--- src/design/czf_pkg.sv ---
// Package for the CRC-32C checksum block with a zeroed field.
// Holds the shared widths, register indexes, reset values, the config struct
// and the byte-wide CRC update function. It depends on nothing else.
package czf_pkg;

    localparam int unsigned CRC_W   = 32;
    localparam int unsigned BYTE_W  = 8;
    localparam int unsigned POS_W   = 9;
    localparam int unsigned OFS_W   = 8;
    localparam int unsigned LEN_W   = 4;
    localparam int unsigned IDX_W   = 2;
    localparam int unsigned CFG_D_W = 8;

    localparam logic [CRC_W-1:0] CRC_START = 32'hFFFF_FFFF;
    localparam logic [CRC_W-1:0] CRC_POLY  = 32'h82F6_3B78;
    localparam logic [POS_W-1:0] POS_MAX   = 9'd511;

    localparam logic [OFS_W-1:0] OFS_RESET = 8'd20;
    localparam logic [LEN_W-1:0] LEN_RESET = 4'd4;

    localparam logic [IDX_W-1:0] REG_ZERO_FIELD_ENABLE = 2'd0;
    localparam logic [IDX_W-1:0] REG_FIELD_OFFSET      = 2'd1;
    localparam logic [IDX_W-1:0] REG_FIELD_LENGTH      = 2'd2;

    typedef struct packed {
        logic             zero_field_enable;
        logic [OFS_W-1:0] field_offset;
        logic [LEN_W-1:0] field_length;
    } cfg_t;

    // One reflected CRC-32C byte step: eight shift-and-conditional-XOR stages,
    // which flatten into a single XOR network.
    function automatic logic [CRC_W-1:0] crc_byte(input logic [CRC_W-1:0] crc,
                                                  input logic [BYTE_W-1:0] data);
        logic [CRC_W-1:0] c;
        c = crc ^ {{(CRC_W-BYTE_W){1'b0}}, data};
        for (int i = 0; i < BYTE_W; i++) begin
            c = (c >> 1) ^ (CRC_POLY & {CRC_W{c[0]}});
        end
        return c;
    endfunction

endpackage

--- src/design/czf_crc_update.sv ---
// Combinational next-CRC logic for one message byte, including the field mask.
// Depends on czf_pkg for the config struct and the CRC byte function.
module czf_crc_update
(
    input  czf_pkg::cfg_t                 cfg,
    input  logic [czf_pkg::CRC_W-1:0]     crc,
    input  logic [czf_pkg::POS_W-1:0]     pos,
    input  logic [czf_pkg::BYTE_W-1:0]    data_byte,
    output logic [czf_pkg::CRC_W-1:0]     crc_next
);

    logic [czf_pkg::POS_W-1:0]  field_start;
    logic [czf_pkg::POS_W-1:0]  field_end;
    logic                       in_field;
    logic [czf_pkg::BYTE_W-1:0] fed_byte;

    // The field end reaches at most 270, which still fits the position width.
    assign field_start = {1'b0, cfg.field_offset};
    assign field_end   = field_start + {{(czf_pkg::POS_W-czf_pkg::LEN_W){1'b0}},
                                        cfg.field_length};
    assign in_field    = cfg.zero_field_enable && (pos >= field_start) && (pos < field_end);
    assign fed_byte    = in_field ? '0 : data_byte;
    assign crc_next    = czf_pkg::crc_byte(crc, fed_byte);

endmodule

--- src/design/crc32c_with_zeroed_field_top.sv ---
// Top level of the streaming CRC-32C checksum block with a zeroed field.
// Depends on czf_pkg and instantiates czf_crc_update.
//
// This block computes the reflected CRC-32C (Castagnoli) of a byte stream,
// one byte per input transfer, starting from all ones and delivering the
// inverted CRC as one output transfer on the byte marked with tlast. When
// zero_field_enable is set, the bytes at positions field_offset up to
// field_offset + field_length - 1 of each message are fed into the CRC as
// zeros, so a checksum stored inside the message does not disturb its own
// sum. After the last byte the running CRC and the byte position return to
// their start values, ready for the next message; the position saturates at
// 511 for long messages. The block takes one byte per clock cycle: the CRC
// register is updated by a single byte-wide XOR network per byte, and the
// checksum waits in an output register, so input transfers continue while a
// result is pending and stop only when that register is full and the
// downstream side is not ready. A result is registered in the cycle after its
// last byte is accepted. Configuration writes take effect from the next byte
// on and should be made between messages; index 3 is ignored.
module crc32c_with_zeroed_field_top
(
    input  logic                             clk,
    input  logic                             rst_n,

    // Configuration write port.
    input  logic                             cfg_we,
    input  logic [czf_pkg::IDX_W-1:0]        cfg_index,
    input  logic [czf_pkg::CFG_D_W-1:0]      cfg_data,

    // Input stream of message bytes.
    input  logic                             s_tvalid,
    output logic                             s_tready,
    input  logic [czf_pkg::BYTE_W-1:0]       s_tdata,   // [7:0] data_byte
    input  logic                             s_tlast,   // last_byte

    // Output stream of checksums.
    output logic                             m_tvalid,
    input  logic                             m_tready,
    output logic [czf_pkg::CRC_W-1:0]        m_tdata    // [31:0] checksum
);

    czf_pkg::cfg_t                 cfg_reg;
    logic [czf_pkg::CRC_W-1:0]     crc_reg;
    logic [czf_pkg::CRC_W-1:0]     crc_next;
    logic [czf_pkg::POS_W-1:0]     pos_reg;
    logic                          out_valid_reg;
    logic [czf_pkg::CRC_W-1:0]     out_data_reg;
    logic                          in_xfer;

    // The output register can take a new result when it is empty or being drained.
    assign s_tready = !out_valid_reg || m_tready;
    assign in_xfer  = s_tvalid && s_tready;
    assign m_tvalid = out_valid_reg;
    assign m_tdata  = out_data_reg;

    // Configuration registers.
    always_ff @(posedge clk or negedge rst_n)
    begin
        if (!rst_n)
        begin
            cfg_reg.zero_field_enable <= 1'b0;
            cfg_reg.field_offset      <= czf_pkg::OFS_RESET;
            cfg_reg.field_length      <= czf_pkg::LEN_RESET;
        end
        else if (cfg_we)
        begin
            case (cfg_index)
                czf_pkg::REG_ZERO_FIELD_ENABLE: cfg_reg.zero_field_enable <= cfg_data[0];
                czf_pkg::REG_FIELD_OFFSET:      cfg_reg.field_offset      <= cfg_data;
                czf_pkg::REG_FIELD_LENGTH:
                    cfg_reg.field_length <= cfg_data[czf_pkg::LEN_W-1:0];
                default: ;
            endcase
        end
    end

    czf_crc_update u_crc_update
    (
        .cfg       (cfg_reg),
        .crc       (crc_reg),
        .pos       (pos_reg),
        .data_byte (s_tdata),
        .crc_next  (crc_next)
    );

    // Running CRC and byte position; both restart after the last byte.
    always_ff @(posedge clk or negedge rst_n)
    begin
        if (!rst_n)
        begin
            crc_reg <= czf_pkg::CRC_START;
            pos_reg <= '0;
        end
        else if (in_xfer)
        begin
            if (s_tlast)
            begin
                crc_reg <= czf_pkg::CRC_START;
                pos_reg <= '0;
            end
            else
            begin
                crc_reg <= crc_next;
                if (pos_reg != czf_pkg::POS_MAX)
                begin
                    pos_reg <= pos_reg + 1'b1;
                end
            end
        end
    end

    // Output register holding the finished checksum until it is taken.
    always_ff @(posedge clk or negedge rst_n)
    begin
        if (!rst_n)
        begin
            out_valid_reg <= 1'b0;
        end
        else if (in_xfer && s_tlast)
        begin
            out_valid_reg <= 1'b1;
        end
        else if (m_tready)
        begin
            out_valid_reg <= 1'b0;
        end
    end

    always_ff @(posedge clk)
    begin
        if (in_xfer && s_tlast)
        begin
            out_data_reg <= ~crc_next;
        end
    end

endmodule
--- config.mk ---
export PLATFORM = sky130hd
export DESIGN_NAME = crc32c_with_zeroed_field_top
export DESIGN_NICKNAME = d
export VERILOG_FILES = /design/src/design/czf_pkg.sv /design/src/design/czf_crc_update.sv /design/src/design/crc32c_with_zeroed_field_top.sv
export SDC_FILE = /design/constraint.sdc
export NUM_CORES = 1
export LEC_CHECK = 0
export BUFFER_PORTS_ARGS = -buffer_cell sky130_fd_sc_hd__buf_2
export CAP_MARGIN = 20
export CORE_MARGIN = 10
export CORE_UTILIZATION = 59
export DETAILED_ROUTE_END_ITERATION = 8
export GPL_TIMING_DRIVEN = 0
export PLACE_DENSITY = 0.9
export SLEW_MARGIN = 10
export SYNTH_ARGS = -nofsm -noshare
export SYNTH_HDL_FRONTEND = slang
export SYNTH_SLANG_ARGS = --single-unit
--- constraint.sdc ---
create_clock -name clk -period 3.95 [get_ports clk]
set_input_delay 0.9875 -clock clk [delete_from_list [all_inputs] [get_ports clk]]
set_output_delay 0.9875 -clock clk [all_outputs]
set_load 0.03 [all_outputs]
==> flow_metrics.tcl <==
set metrics [dict create \
    place.gp.congestion 0.922 \
    dp_slack_ps 202 \
    power.total_mw 6.16 \
    drc 0 \
    cts_max_level 3 \
    firstDrtPassIters 5 \
    synth_seq_cells 87 \
    rsz0062_at_grt "false" \
    portBuffers 49 \
    max_cap_viol_count 0 \
    start_util_pct 61.0 \
    finalMaxSlewViolations 0 \
    hold_buffers 0 \
    grt_pass1_wl_mm 19.1 \
    max-slew-margin-rel_pct 49.4 \
    synth_most_common_cell "xnor2_1" \
    hp-start "crc_reg[27]" \
    fin_tns_setup_ps 0 \
    dp_hpwl_mm 8.81 \
    synth.distinct_cells 40 \
    finalInstanceArea_um2 5990 \
    dieArea_um2 13300 \
    finalCritPeriodShare_pct 94.5 \
    wire_per_inst_um 17.1 \
    drt_first_iter_violations 245 \
    cp-startpoint "cfg_reg[4]" \
    cp-start-kind "flip-flop" \
    grt_pass1_vias 3854 \
    end_kind "flip-flop" \
    cts_root_buffer "clkbuf_8" \
    syn_nets 547 \
    status "completed" \
    syn_area_um2 5350 \
    cts.repair.resized 0 \
    synth.area.top_cells "xnor2_1 19%, edfxtp_1 18%, dfstp_2 17%, dfrtp_1 9.4%, xor2_1 6.2%" \
    hp-class "reg2reg" \
    fin_ws_ps 217 \
    vias 3597 \
    die_height_um 115 \
    power_leakage_nw 2.38 \
    routed_via_density 5.34 \
    period_needed_ps 3730 \
    ant_nets 0 \
    netlist_instances 500 \
    synth.avg_cell_area_um2 10.7 \
    fp-row-count 34 \
    synth-edff-count 32 \
    post-route-util_pct 68.3 \
    synth-async-reset-ratio_pct 63.2 \
    placed_area_um2 5750 \
    crit_required_ps 4220 \
    ys_warn_count 0 \
    grt_use_total_pct 18.2 \
    yosysSeqAreaShare_pct 44.5 \
    critPathArrivalTime_ps 4000 \
    cts.clk_slew.worst_paths_ps 90 \
    cts_sinks 87 \
    drive_gt1_share_pct 24.6 \
    nets 608 \
    holdPathStages 2 \
    synth_top_area_share_pct 19.5 \
    criticalPathCategory "reg2reg" \
    ys.flop_type "dfstp_2" \
    reg2regPathDepth 17 \
    antennaDiodeCount 0 \
    antenna_found_initial 0 \
    cts_made_buffers 9 \
    yosysTopAreaCell "xnor2_1" \
    gr-total-overflow 0 \
    dpl.cell_count 658 \
    clock_latency_ps 360 \
    path_max_fanout 10 \
    drt_wl_total_mm 11.5 \
    grt_max_degree 37 \
    clock_skew_ps 11.8 \
    tightest_slew_ps 758 \
    ctsLongestPathBuffers 2 \
    cts_setup_buffers 0 \
    power.density_nw_per_um2 1030 \
    ir_worst_vdd_uv 379 \
    max_freq_mhz 268 \
    core_um2 8760 \
    instances_no_fill 674 \
    tritoncts "done" \
    finalSetupViolCount 0 \
    io_pins 58 \
    area_growth_pct 12.0 \
    hold_viol 0 \
    r2r-start "cfg_reg[4]" \
    hold_slack_ps 511 \
    ys_top_cells_by_count "119 x xnor2_1, 63 x nor2_1, 41 x a21oi_1" \
    die_w_um 115 \
]
==> routing by layer <==
metal,global-route usage (%),wire length (µm)
met2,30.7,5860
met4,8.00,337
met1,21.5,4660
met5,0,0
met3,4.27,674
==> kinds of logic after synthesis <==
family | share of synthesized area (%)
AND/OR/NAND/NOR | 9.60
AO/OA/AOI/OAI | 6.65
flip-flops | 44.5
adder cells (fa/ha/maj) | 5.52
XOR/XNOR | 27.5
buffers and inverters | 3.49
multiplexers | 2.74
==> placed cells by master (no fill, tap or decap), drive strengths merged, types with 3 or more instances in the layout <==
cell type / n
xnor2: 124
a21oi: 41
xor2: 38
edfxtp: 32
ha: 22
or3: 3
nor2b: 6
nand2: 12
nor2: 65
nand3: 5
clkbuf: 23
mux2: 13
dfrtp: 20
nand2b: 5
nor3: 3
o21ai: 14
inv: 14
dfstp: 35
buf: 63
nand3b: 3
==> cell type report <==
type                    instances  area (µm²)
fillers                       677        2780
repair buffers                 50         265
clock inverters                 6        92.6
plain buffers                  26         138
multi-input cells             374        2790
flip-flops and latches         87        2380
well taps                     108         135
inverters                      13        48.8
clock buffers                  10         138
==> power breakdown <==
group / switching, mW / leakage (nW) / total [mW] / internal, mW
clock network: 0.326 / 0.109 / 0.703 / 0.376
registers: 0.146 / 0.920 / 1.73 / 1.59
logic: 2.15 / 1.35 / 3.73 / 1.58
==> worst paths after layout <==
| kind | slack (ps) | endpoint |
|---|---|---|
| setup / recovery | 220 | crc_reg[23] |
| hold / removal | 510 | crc_reg[27] |
| setup reg to reg | 220 | crc_reg[23] |
| hold reg to reg | 510 | crc_reg[27] |
| max in group asynchronous | 2770 | crc_reg[13] |
| min in group asynchronous | 560 | cfg_reg[11] |
==> critical path, cell delays in order (launching register included) <==
cell,delay (ps)
dfrtp_1,400
ha_1,180
inv_1,50
fa_1,400
nor2b_1,120
o21ai_0,80
nand2b_1,140
xnor2_1,140
ha_1,260
a211oi_1,250
nor2_1,90
a211o_1,260
a311oi_4,380
buf_6,200
nor2_1,90
xnor2_2,190
xor2_1,290
a21oi_1,120
No activity file was read; power rests on OpenSTA's default activity.
